===== src/sv/kar_pkg.sv =====
// ----------------------------------------------------------------------------
// kar_pkg
// shared widths, register indexes, reset values and types for the
// two-button key auto repeat block
// ----------------------------------------------------------------------------
package kar_pkg;

    localparam int TIMER_BITS = 16;
    localparam int CFG_W      = 16;
    localparam int IDX_W      = 2;
    // compare width covers both the timers and the settings
    localparam int CMP_W      = (TIMER_BITS > CFG_W) ? TIMER_BITS : CFG_W;

    localparam logic [TIMER_BITS-1:0] CNT_MAX = {TIMER_BITS{1'b1}};

    localparam logic [IDX_W-1:0] REG_DEBOUNCE      = 2'd0;
    localparam logic [IDX_W-1:0] REG_INITIAL_DELAY = 2'd1;
    localparam logic [IDX_W-1:0] REG_REPEAT        = 2'd2;

    localparam logic [CFG_W-1:0] DEBOUNCE_RST      = 16'd50;
    localparam logic [CFG_W-1:0] INITIAL_DELAY_RST = 16'd500;
    localparam logic [CFG_W-1:0] REPEAT_RST        = 16'd100;

    typedef struct packed {
        logic [CFG_W-1:0] debounce_ms;
        logic [CFG_W-1:0] initial_delay_ms;
        logic [CFG_W-1:0] repeat_ms;
    } t_cfg;

endpackage


===== src/sv/kar_intf.sv =====
// ----------------------------------------------------------------------------
// kar channel interfaces
// valid/ready channels for ticks, results and register writes
// ----------------------------------------------------------------------------
interface kar_in_if;
    logic valid;
    logic ready;
    logic button_a_level;
    logic button_b_level;
    modport source (output valid, output button_a_level, output button_b_level,
                    input ready);
    modport sink   (input valid, input button_a_level, input button_b_level,
                    output ready);
endinterface

interface kar_out_if;
    logic valid;
    logic ready;
    logic key_a_event;
    logic key_b_event;
    modport source (output valid, output key_a_event, output key_b_event,
                    input ready);
    modport sink   (input valid, input key_a_event, input key_b_event,
                    output ready);
endinterface

interface kar_cfg_if;
    logic                      valid;
    logic                      ready;
    logic [kar_pkg::IDX_W-1:0] index;
    logic [kar_pkg::CFG_W-1:0] data;
    modport source (output valid, output index, output data, input ready);
    modport sink   (input valid, input index, input data, output ready);
endinterface


===== src/sv/kar_button.sv =====
// ----------------------------------------------------------------------------
// kar_button
// debounce sampling and typematic repeat state of one button
// ----------------------------------------------------------------------------
module kar_button (
    input  logic          i_clk,
    input  logic          i_rst_n,
    input  kar_pkg::t_cfg i_cfg,
    input  logic          i_step,
    input  logic          i_level,
    output logic          o_event
);

    logic [kar_pkg::TIMER_BITS-1:0] r_sample_elapsed, n_sample_elapsed;
    logic [kar_pkg::TIMER_BITS-1:0] r_repeat_elapsed, n_repeat_elapsed;
    logic                           r_held, n_held;
    logic                           r_in_first_delay, n_in_first_delay;

    logic [kar_pkg::TIMER_BITS-1:0] sample_inc, repeat_inc;
    logic [kar_pkg::CMP_W-1:0]      sample_x, repeat_x;
    logic [kar_pkg::CMP_W-1:0]      deb_x, init_x, rpt_x;

    always_comb begin
        sample_inc = (r_sample_elapsed == kar_pkg::CNT_MAX) ? r_sample_elapsed
                                                           : r_sample_elapsed + 1'b1;
        repeat_inc = (r_repeat_elapsed == kar_pkg::CNT_MAX) ? r_repeat_elapsed
                                                           : r_repeat_elapsed + 1'b1;
        sample_x = kar_pkg::CMP_W'(sample_inc);
        repeat_x = kar_pkg::CMP_W'(repeat_inc);
        deb_x    = kar_pkg::CMP_W'(i_cfg.debounce_ms);
        init_x   = kar_pkg::CMP_W'(i_cfg.initial_delay_ms);
        rpt_x    = kar_pkg::CMP_W'(i_cfg.repeat_ms);

        n_sample_elapsed = sample_inc;
        n_repeat_elapsed = repeat_inc;
        n_held           = r_held;
        n_in_first_delay = r_in_first_delay;
        o_event          = 1'b0;

        if (sample_x > deb_x) begin
            n_sample_elapsed = '0;
            if (!i_level) begin
                if (!r_held) begin
                    // first press
                    n_held           = 1'b1;
                    n_in_first_delay = 1'b1;
                    n_repeat_elapsed = '0;
                    o_event          = 1'b1;
                end else if (r_in_first_delay) begin
                    // enter repeat mode silently
                    if (repeat_x > init_x) begin
                        n_in_first_delay = 1'b0;
                        n_repeat_elapsed = '0;
                    end
                end else if (repeat_x > rpt_x) begin
                    n_repeat_elapsed = '0;
                    o_event          = 1'b1;
                end
            end else begin
                n_held = 1'b0;
            end
        end
    end

    always_ff @(posedge i_clk) begin
        if (!i_rst_n) begin
            r_sample_elapsed <= '0;
            r_repeat_elapsed <= '0;
            r_held           <= 1'b0;
            r_in_first_delay <= 1'b1;
        end else if (i_step) begin
            r_sample_elapsed <= n_sample_elapsed;
            r_repeat_elapsed <= n_repeat_elapsed;
            r_held           <= n_held;
            r_in_first_delay <= n_in_first_delay;
        end
    end

endmodule


===== src/sv/key_auto_repeat_two_buttons.sv =====
// ----------------------------------------------------------------------------
// key_auto_repeat_two_buttons
// typematic auto repeat for two active-low buttons, one tick per item
// ----------------------------------------------------------------------------
// usage:
//   i_in carries one millisecond tick per item with the raw levels of
//   buttons a and b (0 = pressed). o_out returns exactly one item per tick
//   with the key event flags of both buttons.
//   i_cfg writes register 0 debounce_ms, 1 initial_delay_ms, 2 repeat_ms;
//   other indexes are ignored. it is always ready; the user must write it
//   only while the block is idle, which the block itself does not enforce.
// latency and throughput:
//   a tick accepted at one edge is registered and shows its result at o_out
//   from the next cycle on. one tick per cycle is accepted while o_out is not
//   stalled, set by the per-button state update and the single output register.
// reset:
//   i_rst_n (synchronous, low) clears the counters and held flags, sets the
//   first delay phase and loads the settings 50 / 500 / 100.
// stall:
//   while o_out is valid and not taken the result holds and i_in.ready
//   drops; it returns as soon as the result is taken, in that same cycle.
// ----------------------------------------------------------------------------
module key_auto_repeat_two_buttons (
    input  logic     i_clk,
    input  logic     i_rst_n,
    kar_in_if.sink   i_in,
    kar_out_if.source o_out,
    kar_cfg_if.sink  i_cfg
);

    kar_pkg::t_cfg r_cfg;
    logic          r_out_valid;
    logic          r_key_a, r_key_b;
    logic          in_acc;
    logic          ev_a, ev_b;

    assign i_cfg.ready = 1'b1;
    assign i_in.ready  = !r_out_valid || o_out.ready;
    assign in_acc      = i_in.valid && i_in.ready;

    always_ff @(posedge i_clk) begin
        if (!i_rst_n) begin
            r_cfg.debounce_ms      <= kar_pkg::DEBOUNCE_RST;
            r_cfg.initial_delay_ms <= kar_pkg::INITIAL_DELAY_RST;
            r_cfg.repeat_ms        <= kar_pkg::REPEAT_RST;
        end else if (i_cfg.valid) begin
            case (i_cfg.index)
                kar_pkg::REG_DEBOUNCE:      r_cfg.debounce_ms      <= i_cfg.data;
                kar_pkg::REG_INITIAL_DELAY: r_cfg.initial_delay_ms <= i_cfg.data;
                kar_pkg::REG_REPEAT:        r_cfg.repeat_ms        <= i_cfg.data;
                default: ;
            endcase
        end
    end

    kar_button u_button_a (
        .i_clk   (i_clk),
        .i_rst_n (i_rst_n),
        .i_cfg   (r_cfg),
        .i_step  (in_acc),
        .i_level (i_in.button_a_level),
        .o_event (ev_a)
    );

    kar_button u_button_b (
        .i_clk   (i_clk),
        .i_rst_n (i_rst_n),
        .i_cfg   (r_cfg),
        .i_step  (in_acc),
        .i_level (i_in.button_b_level),
        .o_event (ev_b)
    );

    always_ff @(posedge i_clk) begin
        if (!i_rst_n) begin
            r_out_valid <= 1'b0;
        end else if (in_acc) begin
            r_out_valid <= 1'b1;
        end else if (o_out.ready) begin
            r_out_valid <= 1'b0;
        end
    end

    always_ff @(posedge i_clk) begin
        if (in_acc) begin
            r_key_a <= ev_a;
            r_key_b <= ev_b;
        end
    end

    assign o_out.valid       = r_out_valid;
    assign o_out.key_a_event = r_key_a;
    assign o_out.key_b_event = r_key_b;

    // a tick always leaves a result behind
    a_acc_gives_result: assert property (@(posedge i_clk) disable iff (!i_rst_n)
        in_acc |=> o_out.valid)
        else $error("accepted item left no result");

    // no tick is taken while an untaken result would be overwritten
    a_no_overwrite: assert property (@(posedge i_clk) disable iff (!i_rst_n)
        (o_out.valid && !o_out.ready) |-> !i_in.ready)
        else $error("input ready while result stalled");

    // without a new tick a taken result is not replaced by another
    a_no_invented: assert property (@(posedge i_clk) disable iff (!i_rst_n)
        (o_out.valid && o_out.ready && !in_acc) |=> !o_out.valid)
        else $error("result appeared without an item");

endmodule


===== src/flat_wrapper.sv =====
// flat-port wrapper written by rule: the top's interface ports become plain ports
module key_auto_repeat_two_buttons_flat 
  (i_clk, i_rst_n, i_in_valid, i_in_button_a_level, i_in_button_b_level, i_in_ready, o_out_valid, o_out_key_a_event, o_out_key_b_event, o_out_ready, i_cfg_valid, i_cfg_index, i_cfg_data, i_cfg_ready);
  kar_in_if i_in_i ();
  kar_out_if o_out_i ();
  kar_cfg_if i_cfg_i ();
  input  logic i_clk;
  input  logic i_rst_n;
  input wire logic [$bits(i_in_i.valid)-1:0] i_in_valid;
  input wire logic [$bits(i_in_i.button_a_level)-1:0] i_in_button_a_level;
  input wire logic [$bits(i_in_i.button_b_level)-1:0] i_in_button_b_level;
  output wire logic [$bits(i_in_i.ready)-1:0] i_in_ready;
  output wire logic [$bits(o_out_i.valid)-1:0] o_out_valid;
  output wire logic [$bits(o_out_i.key_a_event)-1:0] o_out_key_a_event;
  output wire logic [$bits(o_out_i.key_b_event)-1:0] o_out_key_b_event;
  input wire logic [$bits(o_out_i.ready)-1:0] o_out_ready;
  input wire logic [$bits(i_cfg_i.valid)-1:0] i_cfg_valid;
  input wire logic [$bits(i_cfg_i.index)-1:0] i_cfg_index;
  input wire logic [$bits(i_cfg_i.data)-1:0] i_cfg_data;
  output wire logic [$bits(i_cfg_i.ready)-1:0] i_cfg_ready;
  assign i_in_i.valid = i_in_valid;
  assign i_in_i.button_a_level = i_in_button_a_level;
  assign i_in_i.button_b_level = i_in_button_b_level;
  assign i_in_ready = i_in_i.ready;
  assign o_out_valid = o_out_i.valid;
  assign o_out_key_a_event = o_out_i.key_a_event;
  assign o_out_key_b_event = o_out_i.key_b_event;
  assign o_out_i.ready = o_out_ready;
  assign i_cfg_i.valid = i_cfg_valid;
  assign i_cfg_i.index = i_cfg_index;
  assign i_cfg_i.data = i_cfg_data;
  assign i_cfg_ready = i_cfg_i.ready;
  key_auto_repeat_two_buttons u_core (.i_clk(i_clk), .i_rst_n(i_rst_n), .i_in(i_in_i), .o_out(o_out_i), .i_cfg(i_cfg_i));
endmodule

===== config.mk =====
export PLATFORM = sky130hd
export DESIGN_NAME = key_auto_repeat_two_buttons_flat
export DESIGN_NICKNAME = d
export VERILOG_FILES = /design/src/sv/kar_pkg.sv /design/src/sv/kar_intf.sv /design/src/sv/kar_button.sv /design/src/sv/key_auto_repeat_two_buttons.sv /design/src/flat_wrapper.sv
export SDC_FILE = /design/constraint.sdc
export NUM_CORES = 1
export LEC_CHECK = 0
export BUFFER_PORTS_ARGS = -buffer_cell sky130_fd_sc_hd__buf_2
export CAP_MARGIN = 20
export CORE_MARGIN = 2
export CORE_UTILIZATION = 50
export CTS_CLUSTER_DIAMETER = 60
export DETAILED_ROUTE_END_ITERATION = 6
export PLACE_DENSITY = 0.67
export SLEW_MARGIN = 40
export SYNTH_ARGS = -nofsm -noshare
export SYNTH_HDL_FRONTEND = slang
export SYNTH_SLANG_ARGS = --single-unit

===== constraint.sdc =====
create_clock -name i_clk -period 3.95 [get_ports i_clk]
set_input_delay 0.395 -clock i_clk [delete_from_list [all_inputs] [get_ports i_clk]]
set_output_delay 0.395 -clock i_clk [all_outputs]
set_load 0.01 [all_outputs]

## After elaboration in Yosys (flattened, before gate mapping)

Cells that the tools add are included.

- Register bits after elaboration: 119
- Input bits: 25
- Output and inout port bits: 5
- Logic and storage cells: 82

- Add/subtract/negate cells: 4
- Magnitude comparators: 6
- Equal/unequal tests: 6
- Mux-type cells: 34
- Bitwise operators: 4
- Reduce and logical (&&, ||, !) cells: 14

Operators with widths:

| operator | count |
|---|---|
| $mux 16 | 18 |
| $gt 16x16->1 | 6 |
| $add 16x1->16 const B | 4 |
| $eq 16x16->1 const B | 4 |
| $mux 1 | 16 |
| $reduce_and 2->1 | 5 |
| $reduce_and 3->1 | 2 |
| $not 1->1 | 4 |
| $reduce_or 2->1 | 2 |
| $eq 2x1->1 const B | 1 |
| $eq 2x2->1 const B | 1 |
| $logic_not 2->1 | 1 |
| $reduce_bool 2->1 | 1 |
| $logic_and 1x1->1 | 1 |
| $logic_not 1->1 | 1 |
| $logic_or 1x1->1 | 1 |

## Longest topological paths before layout

Gate-level depths: netlist of run 1.

- Word-level depth: 8
- Depth in mapped cells: 17

## Modules after synthesis

Synthesis of run 1 repeated with hierarchy kept, for this count alone.

- Cells, all modules: 1,080
- Area total of the unflattened synthesis: 8,833.5 um^2

By module, submodules not included:

| module | instances | cells each | area each (um^2) | sequential area each (um^2) |
|---|---|---|---|---|
| kar_button (u_core.u_button_a) | 1 | 438 | 3,462.1 | 680.7 |
| kar_button (u_core.u_button_b) | 1 | 449 | 3,357.0 | 680.7 |
| key_auto_repeat_two_buttons | 1 | 193 | 2,014.4 | 1,041.0 |

## Worst setup path before layout of run 1

Ideal clock, no wire load.

- Path kind: register to register
- Start point: register u_core.u_button_b.r_repeat_elapsed[0] (netlist bit)
- End point: register u_core.u_button_b.r_repeat_elapsed[14] (netlist bit)
- Arrival time: 3,414 ps
- Data required time: 3,863 ps
- Path slack: 449 ps
- Stages on the path, launching flop included: 16
- Buffers on the path: 0
- Cells stage by stage: dfxtp_1 > ha_1 > nand2_1 > nor4_1 > nand3_1 > nand3_1 > nor2_1 > xor2_1 > ha_1 > and4_1 > nand2_1 > or3_1 > and2_1 > a21boi_1 > o21ai_1 > o31ai_1

- Cells in the longest elaborated chain, start to end: 8
- Elaborated cells between the ends (all ways): 11

RTL lines:

| element | line | RTL |
|---|---|---|
| start, declared | kar_button.sv:15 | `logic [kar_pkg::TIMER_BITS-1:0] r_repeat_elapsed, n_repeat_elapsed;` |
| start signal, assigned | kar_button.sv:73 | `r_repeat_elapsed <= n_repeat_elapsed;` |
| $add 16x1->16 / $eq 16x16->1 (equally long branches) | kar_button.sv:27, kar_button.sv:26 |  |
| $mux 16 * | kar_button.sv:26 | `repeat_inc = (r_repeat_elapsed == kar_pkg::CNT_MAX) ? r_repeat_elapsed` |
| $gt 16x16->1 (on tied branches) | kar_button.sv:55, kar_button.sv:51 |  |
| $mux 16 (on tied branches) | kar_button.sv:55, kar_button.sv:51 |  |
| $mux 16 | kar_button.sv:49 | `end else if (r_in_first_delay) begin` |
| $mux 16 | kar_button.sv:43 | `if (!r_held) begin` |
| $mux 16 | kar_button.sv:42 | `if (!i_level) begin` |
| $mux 16 * | kar_button.sv:40 | `if (sample_x > deb_x) begin` |

Mark *: on every way between the ends. The rest lies on a longest branch, timed or not.
A chain may end at the register's enable or synchronous reset.

## Worst setup path in the final report of run 1

- Start point: register u_core.u_button_a.r_repeat_elapsed[1] (netlist bit)
- End point: register u_core.u_button_a.r_repeat_elapsed[9] (netlist bit)

- Cells in the longest elaborated chain, start to end: 8
- Elaborated cells between the ends (all ways): 11

RTL lines:

| element | line |
|---|---|
| start, declared | kar_button.sv:15 |
| start signal, assigned | kar_button.sv:73 |
| $add 16x1->16 / $eq 16x16->1 (equally long branches) | kar_button.sv:27, kar_button.sv:26 |
| $mux 16 * | kar_button.sv:26 |
| $gt 16x16->1 (on tied branches) | kar_button.sv:55, kar_button.sv:51 |
| $mux 16 (on tied branches) | kar_button.sv:55, kar_button.sv:51 |
| $mux 16 | kar_button.sv:49 |
| $mux 16 | kar_button.sv:43 |
| $mux 16 | kar_button.sv:42 |
| $mux 16 * | kar_button.sv:40 |

Marked as above.

==> impl_metrics.py, run 1 <==
metrics = {
    "clock_network": {
        "clock-sinks": 119,
        "cts_tree": "built",
        "cts_buffers": 17,
        "clock_latency_ns": 0.43,
        "htreeDepth": 4,
        "ctsLongestPathBuffers": 2,
        "root_buffer": "clkbuf_16",
        "post_cts_buffers": 0,
        "path_clk_slew_ns": 0.06,
    },
    "timing": {
        "hold_ws_ns": 0.231,
        "fin_crit_sh_pct": 97.7,
        "finalCriticalPeriod_ns": 3.86,
        "drv_slew": 0,
        "worst_slew_pin_slew_ns": 0.779,
        "fmax_mhz": 259,
        "clock-skew-final_ns": 0.0115,
        "setup_viol": 0,
        "hold_viol": 0,
        "max_slew_margin_pct": 48.1,
    },
    "floorplan": {
        "core.rowCount": 46,
        "die_w_um": 131,
        "die_h_um": 131,
        "ios": 30,
        "start_util_pct": 51.0,
        "die-area_um2": 17200,
        "core_um2": 15900,
    },
    "cells_and_area": {
        "layout.nets": 1182,
        "drive_gt1_share_pct": 14.1,
        "synthToLayoutAreaGrowth_pct": 16.1,
        "fin_util_pct": 59.2,
        "final_cells": 1286,
        "layout_common_cells": "nand2_1, dfxtp_1, ha_1",
        "antenna_cells": 0,
        "layout_commonest_cell": "nand2_1",
    },
    "synthesis": {
        "yosysWarnings": 0,
        "synth_edf_count": 2,
        "syn_inst": 999,
        "ys_seq_area_share_pct": 29.7,
        "synth_top_area_share_pct": 28.9,
        "syn_area_per_cell_um2": 8.11,
        "ys_types": 74,
        "dominantRegCellSynth": "dfxtp_1",
        "postSynth.asyncResetShare_pct": 0,
        "syn_nets": 1124,
        "ys_top_cells_by_area": "dfxtp_1, ha_1, nand2_1, a21boi_0, xnor2_1",
        "ys_ff_latch": 119,
        "post-synth-top-area-cell": "dfxtp_1",
        "mappedNetlistArea_um2": 8100,
    },
    "critical_path": {
        "required_ns": 4.26,
        "reg2reg_depth": 14,
        "crit_type": "reg2reg",
        "timing.critical_path.to_type": "register",
        "worstPathMaxFanout": 10,
        "path_cells": "ha_1 -> nand2_1 -> or3_4 -> buf_4 -> nor3_4 -> nor2_1 -> xor2_1 -> ha_1 -> a21oi_1 -> a2111oi_1 -> o41ai_2 -> a21boi_2 -> or3_4 -> a32o_1",
        "cp-start-kind": "register",
        "path_delay_family": "compound AO/OA/AOI/OAI gates",
        "slowest_stage": "a2111oi_1",
        "cpPeakStageDelay_ns": 0.51,
        "path_buf_inv": 1,
        "crit_cells": 14,
        "arrival_ns": 4.17,
    },
    "power_and_ir_drop": {
        "switching_share_pct": 27.1,
        "p_total_mw": 3.04,
        "p_int_mw": 2.22,
        "clkPwrFrac_pct": 49.2,
        "p_leak_nw": 4.05,
        "power_switching_mw": 0.823,
        "ir_worst_vdd_uv": 313,
        "p_comb_share_pct": 9.8,
        "cellPowerDensity_nw_per_um2": 323,
        "p_seq_share_pct": 41.0,
    },
    "global_routing": {
        "antenna_found_initial": 0,
        "grt_max_degree": 69,
        "grtUsageTotal_pct": 25.2,
        "grt_pass1_wl_um": 34900,
        "grt_pass1_vias": 6728,
        "gr-total-overflow": 0,
    },
    "detailed_routing": {
        "route.detailed.drc": 0,
        "routed_via_density": 5.73,
        "drt_iter0_drc": 530,
        "vias": 7366,
        "ant_nets": 0,
        "routedWlPerCell_um": 16.6,
        "first_pass_iters": 5,
        "wirelength_um": 21400,
    },
    "placement": {
        "dp_cells": 1254,
        "port_buffers": 28,
        "dp_hpwl_um": 16400,
        "gp_congestion": 0.937,
    },
    "job": {
        "drv_cap": 0,
    },
    "hold_path": {
        "whs_path_depth": 3,
        "hold_class": "in2reg",
    },
    "run_status": {
        "status": "finished, final reports clean",
    },
}
==> stage by stage <==
step           worst slack [ns]  instance area (um2)  TNS, ns
3_5_place_dp             0.0391                 8720        0
4_1_cts                 0.00879                 9290        0
6_report                 0.0920                 9410        0
2_1_floorplan             0.449                 8100        0
5_1_grt                  -0.135                 9410    -1.21
3_3_place_gp            0.00403                 8710        0
==> tightest hold or removal path: cells and delay by family <==
kind                   cells  cell delay, ns
AO/OA/AOI/OAI              1            0.06
buffers and inverters      2            0.15
==> routing by layer <==
layer | wire length (um) | vias up | GRT usage, %
li1 | - | 3722 | -
met1 | 10600 | 3418 | 37.0
met2 | 9140 | 203 | 37.3
met3 | 1420 | 23 | 5.25
met4 | 271 | 0 | 6.64
met5 | 0 | - | 0
==> cells in the mapped netlist (17+ instances only) <==
cell and instances:
a21boi_0 43, a21oi_1 51, and3_1 17, clkbuf_1 27, dfxtp_1 117, ha_1 100, inv_1 63, nand2_1 172
nand3_1 31, nand4_1 37, nor2_1 51, o211ai_1 20, o21ai_0 38, xnor2_1 32
==> kinds of logic after synthesis <==
family / count (synthesis) / synth area share (%)
AND/OR/NAND/NOR: 387 / 23.5
AO/OA/AOI/OAI: 238 / 20.3
flip-flops: 119 / 29.7
adder cells (fa/ha/maj): 100 / 15.5
buffers and inverters: 99 / 4.87
XOR/XNOR: 47 / 5.08
multiplexers: 8 / 1.10
other: 1 / 0.0463
==> state kept, by name, summed over array words and instances (netlist names) <==
| name | count |
|---|---|
| u_core.o_out.key_a_event | 1 |
| u_core.o_out.key_b_event | 1 |
| u_core.o_out.valid | 1 |
| u_core.r_cfg | 48 |
| u_core.u_button_a.r_held | 1 |
| u_core.u_button_a.r_in_first_delay | 1 |
| u_core.u_button_a.r_repeat_elapsed | 16 |
| u_core.u_button_a.r_sample_elapsed | 16 |
| u_core.u_button_b.r_held | 1 |
| u_core.u_button_b.r_in_first_delay | 1 |
| u_core.u_button_b.r_repeat_elapsed | 16 |
| u_core.u_button_b.r_sample_elapsed | 16 |
==> power by group through the flow <==
stage / logic [mW] / registers, mW / clock network [mW]
3_3_place_gp: 0.286 / 1.27 / 0
3_5_place_dp: 0.288 / 1.27 / 0
5_1_grt: 0.333 / 1.25 / 1.57
2_1_floorplan: 0.184 / 1.27 / 0
6_report: 0.297 / 1.25 / 1.50
4_1_cts: 0.292 / 1.25 / 1.52
==> area by class of cell <==
cell class	instances	area (um2)
Clock buffer	17	425
Sequential cell	119	2400
Tap cell	216	270
Timing Repair Buffer	75	493
Clock inverter	15	145
Multi-Input combinational cell	781	5430
Inverter	63	236
Fill cell	1478	6480
==> final timing paths <==
check	start	end	slack, ns
setup reg to reg	u_core.u_button_a.r_repeat_elapsed[1]	u_core.u_button_a.r_repeat_elapsed[9]	0.09
hold reg to reg	u_core.r_cfg[30]	u_core.r_cfg[30]	0.46
hold / removal	i_in_valid	u_core.o_out.valid	0.23
setup / recovery	u_core.u_button_a.r_repeat_elapsed[1]	u_core.u_button_a.r_repeat_elapsed[9]	0.09
==> what timing repair did <==
item                                    4_1_cts  5_1_grt
endpoints found under the setup margin        0       46
hold buffers                                  0        0
resized for setup                             0       23
Note: power is estimated with default switching activity, not from simulation.
==> inputs of run 2 (changes only) <==
--- a/config.mk
+++ b/config.mk
@@ -11,7 +11,7 @@
 export CORE_UTILIZATION = 50
 export CTS_CLUSTER_DIAMETER = 60
 export DETAILED_ROUTE_END_ITERATION = 6
-export PLACE_DENSITY = 0.67
+export PLACE_DENSITY = 0.69
 export SLEW_MARGIN = 40
 export SYNTH_ARGS = -nofsm -noshare
 export SYNTH_HDL_FRONTEND = slang
==> constraint.sdc (replaced) <==
create_clock -name i_clk -period 3.2 [get_ports i_clk]
set_input_delay 0.32 -clock i_clk [delete_from_list [all_inputs] [get_ports i_clk]]
set_output_delay 0.32 -clock i_clk [all_outputs]
set_load 0.01 [all_outputs]
==> run 2 against run 1 <==
Net effect:
- the flow now finishes with violations (setup timing)
- non-clock buffer count increased by 201
- sequential cell count unchanged
- total power increased by 41%
- sequential power up 23%
- hold slack got worse by 0.072 ns
- setup slack got worse by 0.54 ns
- utilization increased by 18 points
==> impl_metrics.py, run 2 (same netlist as run 1, synthesis figures left out) <==
metrics = {
    "run_status": {
        "status": "finished with violations",
        "violations": "setup timing",
    },
    "detailed_routing": {
        "routed_via_density": 5.96,
        "routedWlPerCell_um": 19.8,
        "drt_iter0_drc": 704,
        "first_pass_iters": 5,
        "route.detailed.drc": 0,
        "ant_nets": 0,
        "vias": 8867,
        "wirelength_um": 29400,
    },
    "cells_and_area": {
        "layout_common_cells": "buf_4, nand2_1, dfxtp_1",
        "layout.nets": 1383,
        "synthToLayoutAreaGrowth_pct": 51.2,
        "largest_reg_flops": 48,
        "drive_gt1_share_pct": 40.5,
        "largest-register": "u_core.r_cfg",
        "layout_commonest_cell": "buf_4",
        "antenna_cells": 0,
    },
    "clock_network": {
        "ctsLongestPathBuffers": 2,
        "clock-sinks": 119,
        "clock_latency_ns": 0.43,
        "ctsHoldBuffers": 0,
        "path_clk_slew_ns": 0.06,
        "cts_buffers": 17,
        "cts_tree": "built",
        "root_buffer": "clkbuf_16",
        "htreeDepth": 4,
    },
    "critical_path": {
        "reg2reg_slack_ns": -0.45,
        "crit_type": "reg2reg",
        "reg2reg_depth": 15,
        "cp-start-kind": "register",
        "worstReg2RegEnd": "u_core.u_button_a.r_repeat_elapsed[6]",
        "r2r_start": "u_core.u_button_a.r_repeat_elapsed[1]",
        "timing.critical_path.to_type": "register",
        "cp-startpoint": "u_core.u_button_a.r_repeat_elapsed[1]",
        "endpoint": "u_core.u_button_a.r_repeat_elapsed[6]",
        "required_ns": 3.51,
        "arrival_ns": 3.96,
        "cpPeakStageDelay_ns": 0.51,
        "path_cells": "ha_4 -> nand2_2 -> or3_4 -> nor3_4 -> nor2_2 -> nand3_2 -> xnor2_4 -> ha_4 -> nand4_1 -> a2111o_1 -> a31oi_4 -> a21boi_2 -> or3_4 -> buf_6 -> a32o_1",
        "slowest_stage": "a2111o_1",
        "worstPathMaxFanout": 8,
    },
    "timing": {
        "finalCriticalPeriod_ns": 3.65,
        "max_slew_margin_pct": 26.3,
        "worst_slew_pin_slew_ns": 1.10,
        "fin_ws_ns": -0.447,
        "drv_slew": 0,
        "fmax_mhz": 274,
        "setup_viol": 69,
        "clock-skew-final_ns": 0.00873,
        "hold_viol": 0,
        "rsz0062_at_grt": "yes",
        "fin_crit_sh_pct": 114,
    },
    "placement": {
        "dp_hpwl_um": 18000,
        "port_buffers": 28,
        "post-place-ws_ns": -0.473,
        "gp_congestion": 0.941,
    },
    "global_routing": {
        "grt_pass1_vias": 8677,
        "grt_pass1_wl_um": 44200,
        "antenna_found_initial": 0,
        "gr-total-overflow": 0,
        "grt_max_degree": 64,
        "grtUsageTotal_pct": 32.1,
    },
    "power_and_ir_drop": {
        "power_switching_mw": 1.08,
        "p_int_mw": 3.20,
        "switching_share_pct": 25.2,
        "clkPwrFrac_pct": 51.6,
        "p_seq_share_pct": 36.0,
        "p_leak_nw": 5.39,
        "cellPowerDensity_nw_per_um2": 350,
        "p_total_mw": 4.28,
        "p_comb_share_pct": 12.4,
        "ir_worst_vdd_uv": 427,
    },
    "floorplan": {
        "core_um2": 15900,
        "start_util_pct": 51.0,
        "ios": 30,
        "die_h_um": 131,
        "core.rowCount": 46,
        "die_w_um": 131,
        "die-area_um2": 17200,
    },
    "job": {
        "drv_cap": 0,
    },
    "hold_path": {
        "hold_class": "in2reg",
        "whs_path_depth": 3,
    },
}
## run 2: changes by cell type in the layout (fill, tap and decap cells not counted), sizes merged
cell,delta
bufinv,+3
clkinvlp,-1
clkinv,-2
clkbuf,+5
buf,+201
inv,-5
## run 2: worst min path at each step
stage,start,end,slack [ns]
6_report,i_in_valid,u_core.o_out.valid,0.16
5_1_grt,i_cfg_data[1],u_core.r_cfg[33],0.18
4_1_cts,i_in_valid,u_core.o_out.valid,0.16
3_5_place_dp,u_core.r_cfg[19],u_core.r_cfg[19],0.46
3_3_place_gp,u_core.r_cfg[19],u_core.r_cfg[19],0.45
2_1_floorplan,u_core.r_cfg[10],u_core.r_cfg[10],0.44
## run 2: routing by layer
metal	routed length (um)	global-route usage, %
met5	0	0
met4	1180	14.6
met3	2530	7.14
met2	13600	51.2
met1	12100	41.5
## run 2: metrics by stage
stage | TNS [ns] | instances | hold WS [ns] | cell area, um2 | util (%)
detailed placement | -20.82 | 1399 | 0.457 | 9920 | 62.4
floorplan | -3.52 | 999 | 0.443 | 8220 | -
global placement | -15.33 | 1399 | 0.452 | 9910 | 62.4
finish | -19.32 | 1487 | 0.159 | 12200 | 77.1
CTS | -9.44 | 1468 | 0.156 | 11700 | 73.9
global route | -25.23 | 1487 | 0.179 | 12200 | 77.1
## run 2: power by group through the flow
stage	registers (mW)	clock network, mW	logic, mW
finish	1.54	2.21	0.529
global route	1.55	2.27	0.565
CTS	1.54	2.20	0.470
detailed placement	1.57	0	0.390
global placement	1.57	0	0.379
floorplan	1.57	0	0.229
## run 2: final cells by class
type                            instances  area, um2
Clock inverter                         10        159
Sequential cell                       119       2430
Multi-Input combinational cell        781       6470
Fill cell                            1002       3640
Clock buffer                           22        518
Timing Repair Buffer                  276       2170
Inverter                               63        236
Tap cell                              216        270
## run 2: repair_timing
item / in CTS / in global routing
pin swaps: 96 / 49
hold endpoints to repair: 0 / 0
cloned: 2 / 0
setup endpoints to repair: 69 / 70
resized for setup: 212 / 72
setup buffers: 40 / 21
## run 2: worst max-delay path, delay by kind of cell (launching register included)
| kind | cells | cell delay, ns |
|---|---|---|
| flip-flops | 1 | 0.35 |
| AO/OA/AOI/OAI | 4 | 1.03 |
| buffers and inverters | 1 | 0.15 |
| adder cells (fa/ha/maj) | 2 | 0.45 |
| XOR/XNOR | 1 | 0.15 |
| AND/OR/NAND/NOR | 7 | 1.40 |
